==> config.mk <==
export PLATFORM = sky130hd
export DESIGN_NAME = relay_path_node_selector
export DESIGN_NICKNAME = d
export VERILOG_FILES = /design/src/sv/rpns_pkg.sv /design/src/sv/rpns_modred.sv /design/src/sv/relay_path_node_selector.sv
export SDC_FILE = /design/constraint.sdc
export NUM_CORES = 2
export LEC_CHECK = 0
export BUFFER_PORTS_ARGS = -buffer_cell sky130_fd_sc_hd__buf_2
export CELL_PAD_IN_SITES_DETAIL_PLACEMENT = 0
export CELL_PAD_IN_SITES_GLOBAL_PLACEMENT = 2
export CORE_MARGIN = 1.5
export CORE_UTILIZATION = 35
export CTS_BUF_LIST = sky130_fd_sc_hd__clkbuf_8
export DETAILED_ROUTE_END_ITERATION = 8
export PLACE_DENSITY = 0.75
export SLEW_MARGIN = 20
export SYNTH_ARGS = -nofsm -noshare
export SYNTH_HDL_FRONTEND = slang
export SYNTH_HIERARCHICAL = 1
export SYNTH_SLANG_ARGS = --single-unit
==> constraint.sdc <==
create_clock -name clk -period 18.3 [get_ports clk]
set_clock_uncertainty 0.15 [all_clocks]
set_input_delay 2.745 -clock clk [delete_from_list [all_inputs] [get_ports clk]]
set_output_delay 2.745 -clock clk [all_outputs]
set_load 0.02 [all_outputs]
==> src/sv/rpns_pkg.sv <==
package rpns_pkg;

  localparam int POOL_DEPTH_DEF = 16;
  localparam int MAX_PATH_DEF   = 5;

  localparam logic [1:0] KIND_PATH   = 2'd0;
  localparam logic [1:0] KIND_ADD    = 2'd1;
  localparam logic [1:0] KIND_REMOVE = 2'd2;
  localparam logic [1:0] KIND_UPDATE = 2'd3;

  localparam logic [2:0] ST_OK        = 3'd0;
  localparam logic [2:0] ST_DISABLED  = 3'd1;
  localparam logic [2:0] ST_TOO_FEW   = 3'd2;
  localparam logic [2:0] ST_FULL      = 3'd3;
  localparam logic [2:0] ST_NOT_FOUND = 3'd4;

  localparam logic [1:0] MODE_FIXED  = 2'd0;
  localparam logic [1:0] MODE_RANDOM = 2'd1;
  localparam logic [1:0] MODE_LOWEST = 2'd2;
  localparam logic [1:0] MODE_ROTATE = 2'd3;

  localparam logic [1:0] REG_ENABLED = 2'd0;
  localparam logic [1:0] REG_MODE    = 2'd1;
  localparam logic [1:0] REG_HOPS    = 2'd2;
  localparam logic [1:0] REG_SEED    = 2'd3;

  localparam int CFG_WIDTH = 16;

  typedef struct packed {
    logic [1:0]  kind;
    logic [15:0] node_id;
    logic [31:0] latency;
  } item_t;

  typedef struct packed {
    logic [2:0]  status;
    logic [15:0] chosen_node;
    logic [2:0]  position;
    logic        last;
  } result_t;

endpackage

==> src/sv/rpns_modred.sv <==
module rpns_modred #(
  parameter int W = 7
) (
  input  logic         clk,
  input  logic         rst,
  input  logic         start,
  input  logic [15:0]  dividend,
  input  logic [W-1:0] divisor,
  output logic         done,
  output logic [W-1:0] remainder
);
  logic [15:0]  quo;
  logic [W:0]   rem;
  logic [4:0]   cnt;
  logic         run;
  logic [W+1:0] trial;

  assign trial = {rem, quo[15]} - {1'b0, 1'b0, divisor};
  assign remainder = rem[W-1:0];

  always_ff @(posedge clk) begin
    if (rst) begin
      run <= 1'b0;
      done <= 1'b0;
      cnt <= '0;
    end else begin
      done <= 1'b0;
      if (start) begin
        run <= 1'b1;
        cnt <= 5'd0;
        quo <= dividend;
        rem <= '0;
      end else if (run) begin
        quo <= {quo[14:0], 1'b0};
        if (!trial[W+1]) begin
          rem <= trial[W:0];
        end else begin
          rem <= {rem[W-1:0], quo[15]};
        end
        cnt <= cnt + 5'd1;
        if (cnt == 5'd15) begin
          run <= 1'b0;
          done <= 1'b1;
        end
      end
    end
  end
endmodule

==> src/sv/relay_path_node_selector.sv <==
// An add or a refused path request gives its result in the cycle after acceptance; a remove or
// update scans the pool entry by entry, and a remove then shifts the later entries down one place.
// A random path request shuffles the pool by drawing an entry for each place but the first, each
// draw using a serial modulo; the other modes finish sooner. One transaction is taken at a time;
// busy is high while one runs and falls with the last result; it stays low for an add or refused path.
// Results appear on result with strobe for one cycle each; the receiver cannot stall. Reset
// (synchronous, active high) empties the pool and restores the register defaults.
module relay_path_node_selector #(
  parameter int POOL_DEPTH = rpns_pkg::POOL_DEPTH_DEF,
  parameter int MAX_PATH   = rpns_pkg::MAX_PATH_DEF
) (
  input  logic                   clk,
  input  logic                   rst,
  input  logic                   start,
  input  rpns_pkg::item_t        item,
  output logic                   busy,
  output logic                   strobe,
  output rpns_pkg::result_t      result,
  input  logic                   cfg_we,
  input  logic [1:0]             cfg_index,
  input  logic [rpns_pkg::CFG_WIDTH-1:0] cfg_data
);
  import rpns_pkg::*;

  localparam int IW = $clog2(POOL_DEPTH);
  localparam int SW = $clog2(POOL_DEPTH + 1);

  localparam logic [3:0] S_IDLE    = 4'd0;
  localparam logic [3:0] S_FIND    = 4'd1;
  localparam logic [3:0] S_SHIFT   = 4'd2;
  localparam logic [3:0] S_INIT    = 4'd3;
  localparam logic [3:0] S_SHDRAW  = 4'd4;
  localparam logic [3:0] S_SHWAIT  = 4'd5;
  localparam logic [3:0] S_SHSWAP  = 4'd6;
  localparam logic [3:0] S_SELRD   = 4'd7;
  localparam logic [3:0] S_SELSCAN = 4'd8;
  localparam logic [3:0] S_SELSWAP = 4'd9;
  localparam logic [3:0] S_OUTRD   = 4'd10;
  localparam logic [3:0] S_OUT     = 4'd11;
  localparam logic [3:0] S_ROTMOD  = 4'd12;
  localparam logic [3:0] S_SHIFT2  = 4'd13;
  localparam logic [3:0] S_FIND2   = 4'd14;
  localparam logic [3:0] S_SELRD2  = 4'd15;

  logic [15:0] ids [POOL_DEPTH];
  logic [31:0] lats [POOL_DEPTH];
  logic [IW-1:0] order [POOL_DEPTH];

  logic          enabled;
  logic [1:0]    mode;
  logic [2:0]    hops;
  logic [15:0]   lfsr;
  logic [SW-1:0] size;
  logic [IW-1:0] rot;
  logic [3:0]    state;
  item_t         cur;
  logic [SW-1:0] i, j, m;
  logic [3:0]    cnt;
  logic [31:0]   minlat;
  logic [15:0]   rd_id;
  logic [31:0]   rd_lat;
  logic [IW-1:0] rd_ord;

  logic [3:0]    cnt_eff;
  logic          mod_start, mod_done;
  logic [15:0]   mod_a;
  logic [SW-1:0] mod_b, mod_r;
  logic [15:0]   lfsr_step;

  always_comb begin
    cnt_eff = {1'b0, hops};
    if (hops == 3'd0) cnt_eff = 4'd1;
    if (cnt_eff > 4'(MAX_PATH)) cnt_eff = 4'(MAX_PATH);
  end

  assign lfsr_step = {lfsr[0] ^ lfsr[2] ^ lfsr[3] ^ lfsr[5], lfsr[15:1]};

  rpns_modred #(.W(SW)) u_mod (
    .clk(clk), .rst(rst), .start(mod_start), .dividend(mod_a),
    .divisor(mod_b), .done(mod_done), .remainder(mod_r)
  );

  assign busy = (state != S_IDLE);

  always_ff @(posedge clk) begin
    if (rst) begin
      state <= S_IDLE;
      enabled <= 1'b0;
      mode <= MODE_RANDOM;
      hops <= 3'd2;
      lfsr <= 16'd1;
      size <= '0;
      rot <= '0;
      strobe <= 1'b0;
      mod_start <= 1'b0;
    end else begin
      strobe <= 1'b0;
      mod_start <= 1'b0;
      if (cfg_we) begin
        case (cfg_index)
          REG_ENABLED: enabled <= cfg_data[0];
          REG_MODE: mode <= cfg_data[1:0];
          REG_HOPS: hops <= cfg_data[2:0];
          REG_SEED: lfsr <= (cfg_data == 16'd0) ? 16'd1 : cfg_data;
          default: ;
        endcase
      end
      case (state)
        S_IDLE: begin
          if (start) begin
            cur <= item;
            i <= '0;
            case (item.kind)
              KIND_PATH: begin
                if (!enabled) begin
                  result <= '{ST_DISABLED, 16'd0, 3'd0, 1'b1};
                  strobe <= 1'b1;
                end else if ({1'b0, size} < (SW+1)'(cnt_eff)) begin
                  result <= '{ST_TOO_FEW, 16'd0, 3'd0, 1'b1};
                  strobe <= 1'b1;
                end else begin
                  state <= S_INIT;
                end
              end
              KIND_ADD: begin
                if (size >= SW'(POOL_DEPTH)) begin
                  result <= '{ST_FULL, 16'd0, 3'd0, 1'b1};
                end else begin
                  ids[size[IW-1:0]] <= item.node_id;
                  lats[size[IW-1:0]] <= 32'hFFFF_FFFF;
                  size <= size + 1'b1;
                  result <= '{ST_OK, 16'd0, 3'd0, 1'b1};
                end
                strobe <= 1'b1;
              end
              default: state <= S_FIND;
            endcase
          end
        end
        S_FIND: begin
          if (i >= size) begin
            result <= '{ST_NOT_FOUND, 16'd0, 3'd0, 1'b1};
            strobe <= 1'b1;
            state <= S_IDLE;
          end else begin
            rd_id <= ids[i[IW-1:0]];
            state <= S_FIND2;
          end
        end
        S_FIND2: begin
          if (rd_id == cur.node_id) begin
            if (cur.kind == KIND_UPDATE) begin
              lats[i[IW-1:0]] <= cur.latency;
              result <= '{ST_OK, 16'd0, 3'd0, 1'b1};
              strobe <= 1'b1;
              state <= S_IDLE;
            end else begin
              state <= S_SHIFT;
            end
          end else begin
            i <= i + 1'b1;
            state <= S_FIND;
          end
        end
        S_SHIFT: begin
          if (i + 1'b1 >= size) begin
            size <= size - 1'b1;
            result <= '{ST_OK, 16'd0, 3'd0, 1'b1};
            strobe <= 1'b1;
            state <= S_IDLE;
          end else begin
            rd_id <= ids[i[IW-1:0] + 1'b1];
            rd_lat <= lats[i[IW-1:0] + 1'b1];
            state <= S_SHIFT2;
          end
        end
        S_SHIFT2: begin
          ids[i[IW-1:0]] <= rd_id;
          lats[i[IW-1:0]] <= rd_lat;
          i <= i + 1'b1;
          state <= S_SHIFT;
        end
        S_INIT: begin
          order[i[IW-1:0]] <= i[IW-1:0];
          if (i + 1'b1 >= size) begin
            case (mode)
              MODE_RANDOM: begin
                i <= size - 1'b1;
                state <= S_SHDRAW;
              end
              MODE_LOWEST: begin
                i <= '0;
                state <= S_SELRD;
              end
              MODE_ROTATE: begin
                mod_a <= 16'(rot);
                mod_b <= size;
                mod_start <= 1'b1;
                state <= S_ROTMOD;
              end
              default: begin
                cnt <= '0;
                state <= S_OUTRD;
              end
            endcase
          end else begin
            i <= i + 1'b1;
          end
        end
        S_ROTMOD: begin
          if (mod_done) begin
            rot <= mod_r[IW-1:0];
            cnt <= '0;
            i <= '0;
            state <= S_OUTRD;
          end
        end
        S_SHDRAW: begin
          if (i == '0) begin
            cnt <= '0;
            state <= S_OUTRD;
          end else begin
            lfsr <= lfsr_step;
            mod_a <= lfsr_step;
            mod_b <= i + 1'b1;
            mod_start <= 1'b1;
            state <= S_SHWAIT;
          end
        end
        S_SHWAIT: begin
          if (mod_done) begin
            j <= mod_r;
            state <= S_SHSWAP;
          end
        end
        S_SHSWAP: begin
          order[i[IW-1:0]] <= order[j[IW-1:0]];
          order[j[IW-1:0]] <= order[i[IW-1:0]];
          i <= i - 1'b1;
          state <= S_SHDRAW;
        end
        S_SELRD: begin
          if (i >= SW'(cnt_eff)) begin
            cnt <= '0;
            state <= S_OUTRD;
          end else begin
            m <= i;
            j <= i + 1'b1;
            minlat <= lats[order[i[IW-1:0]]];
            state <= S_SELSCAN;
          end
        end
        S_SELSCAN: begin
          if (j >= size) begin
            state <= S_SELSWAP;
          end else begin
            rd_lat <= lats[order[j[IW-1:0]]];
            state <= S_SELRD2;
          end
        end
        S_SELRD2: begin
          if (rd_lat < minlat) begin
            minlat <= rd_lat;
            m <= j;
          end
          j <= j + 1'b1;
          state <= S_SELSCAN;
        end
        S_SELSWAP: begin
          order[i[IW-1:0]] <= order[m[IW-1:0]];
          order[m[IW-1:0]] <= order[i[IW-1:0]];
          i <= i + 1'b1;
          state <= S_SELRD;
        end
        S_OUTRD: begin
          if (mode == MODE_ROTATE) begin
            rd_ord <= rot;
            if (SW'(rot) + 1'b1 >= size) rot <= '0;
            else rot <= rot + 1'b1;
          end else begin
            rd_ord <= order[cnt[IW-1:0]];
          end
          state <= S_OUT;
        end
        S_OUT: begin
          result <= '{ST_OK, ids[rd_ord], cnt[2:0], (cnt + 4'd1 == cnt_eff)};
          strobe <= 1'b1;
          if (cnt + 4'd1 == cnt_eff) begin
            state <= S_IDLE;
          end else begin
            cnt <= cnt + 4'd1;
            state <= S_OUTRD;
          end
        end
        default: state <= S_IDLE;
      endcase
    end
  end
endmodule

== Yosys cells after proc, flatten, opt, wreduce, memory -nomap -nowiden ==
Memory sizes are Yosys's and may differ from the RTL's. A register that Yosys moved wholly into a read port is not among the register bits.
Cells that the tools add are included.
Storage, ports and cells
  output and inout bits: 25
  word-level logic and storage cells: 299
  flip-flop bits (word level): 262
  memories: 3
  RAM bits: 832
  input port bits: 72
Cells by class
  bitwise operators: 8
  equal/unequal tests: 55
  muxes and demuxes: 140
  order comparisons: 9
  $add $sub $neg: 11
  reduce and logical (&&, ||, !) cells: 42
Memories
  lats: depth 16, width 32, read ports 3, clocked after memory_dff 0, wr ports 1, line relay_path_node_selector.sv:46  | logic [31:0] lats [POOL_DEPTH];
  ids: depth 16, width 16, read ports 3, clocked after memory_dff 2, wr ports 1, line relay_path_node_selector.sv:45  | logic [15:0] ids [POOL_DEPTH];
  order: depth 16, width 4, read ports 4, clocked after memory_dff 4, wr ports 2, line relay_path_node_selector.sv:47  | logic [IW-1:0] order [POOL_DEPTH];
Operators with widths (count)
  2-to-1 mux 16 bit: 13
  2-to-1 mux 32 bit: 6
  2-to-1 mux 23 bit: 7
  2-to-1 mux 4 bit: 36
  one-hot mux 32 bit (2 select lines): 2
  one-hot mux 23 bit (5 select lines): 1
  2-to-1 mux 5 bit: 13
  one-hot mux 16 bit (2 select lines): 2
  one-hot mux 4 bit (16 select lines): 1
  one-hot mux 23 bit (2 select lines): 1
  inequality test 2 bit (second input constant): 21
  2-to-1 mux 1 bit: 38
  equality test 4 bit (second input constant): 8
  less-than comparator 32 bit: 1
  OR reduction 32 bit: 1
  one-hot mux 5 bit (2 select lines): 3
  one-hot mux 5 bit (6 select lines): 1
  one-hot mux 4 bit (2 select lines): 3
  2-to-1 mux 22 bit: 1
  adder 5 x 1 -> 5 bit (second input constant): 4
  >= comparator 5 bit: 4
  one-hot mux 4 bit (5 select lines): 1
  equality test 16 bit: 1
  equality test 4 x 3 -> 1 bit (second input constant): 4
  other kinds (51): 92

== Longest topological paths before layout ==
  depth in word-level cells: 10
  depth in mapped cells: 15
  mapped depth without buffers: 12

== Modules after synthesis ==
The synthesis kept the hierarchy.
Modules (own cells, without submodules)
  relay_path_node_selector: times used 1, cells each 4543, sequential area each 32010.7 µm², area each 58715.1 µm²
  rpns_modred: times used 1, cells each 121, sequential area each 800.8 µm², area each 1517.7 µm²

== Worst setup path before layout ==
OpenSTA, ideal clock, no wires.
  path kind: input-to-reg
  from: in rst
  to: mem lats[1][0], enable pin
  buffers on the path: 1
  data required time: 17.729 ns
  slack: 8.894 ns
  arrival time: 8.835 ns
  setup time: 0.421 ns
  stages: 6
  cell sequence: buf_1 nor3b_1 and2_1 and3_1 a21oi_1 nor2_1
On the way
  longest elaborated chain between the ends: 5
  elaborated cells on any way between the ends: 10
  classes of those cells: mux: 8; bitwise: 1; reduce/logical: 1
Ends and longest elaborated chain
  from (decl): line relay_path_node_selector.sv:13  | input logic rst,
  2-to-1 mux 1 bit: line relay_path_node_selector.sv:86  | if (rst) begin
  2-to-1 mux 1 bit (on tied branches): line relay_path_node_selector.sv:153, relay_path_node_selector.sv:179
  bitwise OR 1 bit (no line)
  OR reduction 32 bit (no line)
  2-to-1 mux 4 bit (no line) or 2-to-1 mux 1 bit (tied branches)
  to (decl): line relay_path_node_selector.sv:46
Several ways; a longest one is shown, not always the timed one.

== Worst setup path in the final report ==
  from: reg state[3]
  to: out busy
On the way
  longest elaborated chain between the ends: 1
Ends and longest elaborated chain
  from (decl): line relay_path_node_selector.sv:55  | logic [3:0] state;
  from (signal assigned): line relay_path_node_selector.sv:87  | state <= S_IDLE;
  from (signal assigned): line relay_path_node_selector.sv:122  | state <= S_INIT;
  from (signal assigned): line relay_path_node_selector.sv:136  | default: state <= S_FIND;
  nonzero test 4 bit: line relay_path_node_selector.sv:83  | assign busy = (state != S_IDLE);
  to (decl): line relay_path_node_selector.sv:16  | output logic busy,
No other way between the ends.

==> Implementation_results.wiki <==
{| class="wikitable"
! Metric !! Value
|-
| Status || finished clean
|-
| Die Width || 418 um
|-
| Detailed-placement wirelength estimate || 115 mm
|-
| Net Count, Synth || 4814
|-
| PnR Total Power || 9.19 mW
|-
| Final setup TNS || 0 ns
|-
| Worst Hold Class || flip-flop to flip-flop
|-
| Critical Path Fanout Max || 17
|-
| Number of gates resized after cts || 0
|-
| Total number of vias || 42900
|-
| Count of final hold-check violations || 0
|-
| Clock-pin slew of the registers on the worst-case setup and hold paths || 0.06 ns
|-
| # Max-Cap Violations || 0
|-
| Critical Path RT || 15.41 ns
|-
| Min Clock Period, post-route || 5.97 ns
|-
| Warnings, synthesis || 6
|-
| Net switching power of the design || 3.63 mW
|-
| Count of unresolved DRC violations after routing || 0
|-
| Total clock buffers created by CTS || 184
|-
| Worst skew pair latency || 0.94 ns
|-
| Number of H-tree levels || 4
|-
| Period utilization || 0.326
|-
| Initial core utilization || 0.352
|-
| Proportion of synthesized chip area in sequential cells || 0.545
|-
| Per-cell routed wire length || 28.3 um
|-
| Die boundary height || 418 um
|-
| Max-slew headroom at the worst pin || 0.230
|-
| Filler Cells Inserted || 16000
|-
| Share of power burned in the clock network || 0.240
|-
| Global-route total usage across every layer || 0.229
|-
| Primary flip-flop cell chosen by synthesis mapping || edfxtp_1
|-
| Input/output buffers || 96
|-
| Critical path endpoint category || output pin
|-
| Vias in the first global route || 42200
|-
| Nets || 4827
|-
| Leading post-synthesis cells by cell area || edfxtp_1 (52%), mux4_2 (18%), nand2_1 (5.8%), mux2i_1 (2.2%), dfxtp_1 (2.1%)
|-
| CP arrival || 3.07 ns
|-
| Element type at the critical path start || flip-flop
|-
| Pin count of the biggest net entering global routing || 170
|-
| Sequential fraction of design power || 0.338
|-
| Internal power of the cells || 5.57 mW
|-
| Root Driver || clkbuf_8
|-
| Final-report setup violation count || 0
|-
| Average footprint of a synthesized cell || 12.9 um^2
|-
| Critical-path top delay cell || nor2_1
|-
| Post-synthesis instance area || 0.0602 mm^2
|-
| Post-CTS setup repair buffer count || 0
|-
| Share of the synthesized area in the top cell type || 0.523
|-
| Area of the core || 0.171 mm^2
|-
| Residual antenna-violating net count after detailed routing || 0
|-
| Number of I/O pins || 97
|-
| Row cnt || 152
|-
| Fraction of layout instances using a drive strength above 1 || 0.219
|-
| Antenna violations before repair || 1
|-
| Most common cell in the synthesized netlist || edfxtp_1
|-
| Cell family with the largest share of critical-path delay || simple AND/OR/NAND/NOR gates
|-
| Largest incremental delay on the critical path || 0.88 ns
|-
| Cells after synthesis || 4664
|-
| Synth Register Bits || 1114
|-
| Buffer and inverter count on the worst path || 1
|-
| Hold_sp || u_mod/cnt[4]
|-
| Share of synthesized flip-flops with an asynchronous set or reset || 0
|-
| Pre-antenna DRT Iters || 6
|-
| Worst Path Class, Setup || flip-flop to output pin
|-
| Die footprint || 0.175 mm^2
|-
| Cts hold-fix bufs || 0
|-
| Part of the power in combinational logic || 0.422
|-
| Area Overhead vs Synth || 11.0%
|-
| Highest clock rate || 168 MHz
|-
| GPL Wtd Cong || 0.863
|-
| # clock sinks || 1114
|-
| Count of flip-flops with a built-in enable after synthesis || 1050
|-
| TritonCTS clock tree || built
|-
| Critical-path cell list || nor2_1, nand2_1, buf_2
|-
| RSZ-0062 raised after global routing || false
|-
| Largest area contributor in the synthesized netlist || edfxtp_1
|-
| Switching share of power || 0.394
|-
| Max Root-Sink Buffers || 3
|-
| Number of violations reported at the end of detailed-routing iteration 0 || 4876
|-
| Worst supply voltage drop on vdd || 0.000131 V
|-
| Pins over their slew limit || 0
|-
| Transition time of the tightest slew-check pin || 1.16 ns
|-
| Aggregate routed wire length || 202 mm
|-
| Most frequent cells after synthesis || edfxtp_1 (1050), nand2_1 (930), mux4_2 (473)
|-
| Timing startpoint of the critical path || state[3]
|-
| Remaining global-route overflow || 0
|-
| Total power divided by cell area || 137 mW/mm^2
|-
| Count of unique library cells instantiated by Yosys || 74
|-
| Via-to-Cell Ratio || 6.00
|-
| Wire length of the first global-routing pass || 293 mm
|-
| Leakage || 22.2 nW
|}
==> power groups by stage <==
| stage | clock network, mW | logic, mW | registers (mW) |
|---|---|---|---|
| after floorplan | 0 | 2.72 | 3.08 |
| after global placement | 0 | 3.83 | 3.16 |
| after detailed placement | 0 | 3.84 | 3.16 |
| after CTS | 2.25 | 3.85 | 3.11 |
| after global routing | 2.35 | 4.15 | 3.12 |
| final | 2.21 | 3.87 | 3.11 |
==> sequential cells by signal, indices dropped and copies added, names as in the netlist, 6 cells and up, named ones only <==
register and count:
lats 512, ids 256, order 64, cur 50, minlat 32, rd_lat 32, result 23, lfsr 16
mod_a 16, rd_id 16, u_mod/quo 16, u_mod/rem 6
==> area by class of cell <==
| type | instances | area, um^2 | area share |
|---|---|---|---|
| Timing Repair Buffer | 200 | 1280 | 0.0191 |
| Antenna cell | 2 | 5.00 | 0.0000748 |
| Clock inverter | 151 | 1030 | 0.0153 |
| Clock buffer | 190 | 2620 | 0.0391 |
| Sequential cell | 1114 | 32800 | 0.491 |
| Multi-Input combinational cell | 3113 | 26000 | 0.389 |
| Tap cell | 2310 | 2890 | 0.0432 |
| Inverter | 64 | 240 | 0.00359 |
==> per-layer routing <==
layer,track usage,vias to the layer above,wire length [um]
li1,-,18200,-
met1,0.301,21800,79600
met2,0.375,2403,97100
met3,0.0391,461,17000
met4,0.0939,0,8340
met5,0,-,0
==> placed cells by master, fill, tap and decap left out, types with 25 or more instances in the layout <==
cell      instances
a31oi_1         106
nand3_1         216
clkinv_2         27
nand2_1         927
o22a_1           34
a32oi_1          97
o21ai_1          48
o21ai_0          92
ha_1             76
nand4_1          79
edfxtp_1       1050
buf_2            96
a21o_1           25
xnor2_1          38
clkinv_1         48
inv_1           112
a221oi_1         44
mux2i_1         134
dfxtp_1          58
mux4_2          472
buf_4           102
nor3_1           38
a21oi_1         135
nor2_1          230
clkbuf_8        190
mux2_2           54
==> final timing paths <==
check	to	slack [ns]	cells past startpoint
worst max-delay path	busy	12.33	3
worst max register to register	rd_lat[21]	12.58	10
worst min register to register	u_mod/cnt[4]	0.33	2
worst min-delay path	u_mod/cnt[4]	0.33	2
==> worst register-to-register path, stage by stage (launching register included) <==
cell,delay (ns)
dfxtp_1,0.94
mux4_2,0.39
o211ai_1,0.17
o21ai_4,0.45
buf_4,0.80
buf_4,0.98
buf_4,0.79
mux2i_1,0.31
a32oi_1,0.07
a32oi_1,0.30
o21ai_1,0.10
==> per-stage QoR <==
step / setup WS (ns) / area, um^2 / utilization / std cells / hold WS [ns]
floorplan: 8.89 / 60200 / - / 4664 / 0.299
global placement: 12.27 / 63200 / 0.369 / 6801 / 0.318
detailed placement: 12.20 / 63200 / 0.369 / 6801 / 0.325
CTS: 12.18 / 66900 / 0.390 / 7142 / 0.332
global route: 12.12 / 66900 / 0.390 / 7143 / 0.358
finish: 12.33 / 66900 / 0.390 / 7144 / 0.328
==> kinds of logic after synthesis <==
group                      Yosys count  share of synthesized area
and+or+nand+nor                   1657                      0.118
DFF                               1114                      0.545
muxes                              665                      0.210
AOI/OAI and AO/OA                  662                     0.0732
buffers and inverters              437                     0.0302
adders and majority gates           78                     0.0163
xor gates and xnor gates            51                    0.00767
Power figures use the tool's default switching activity.
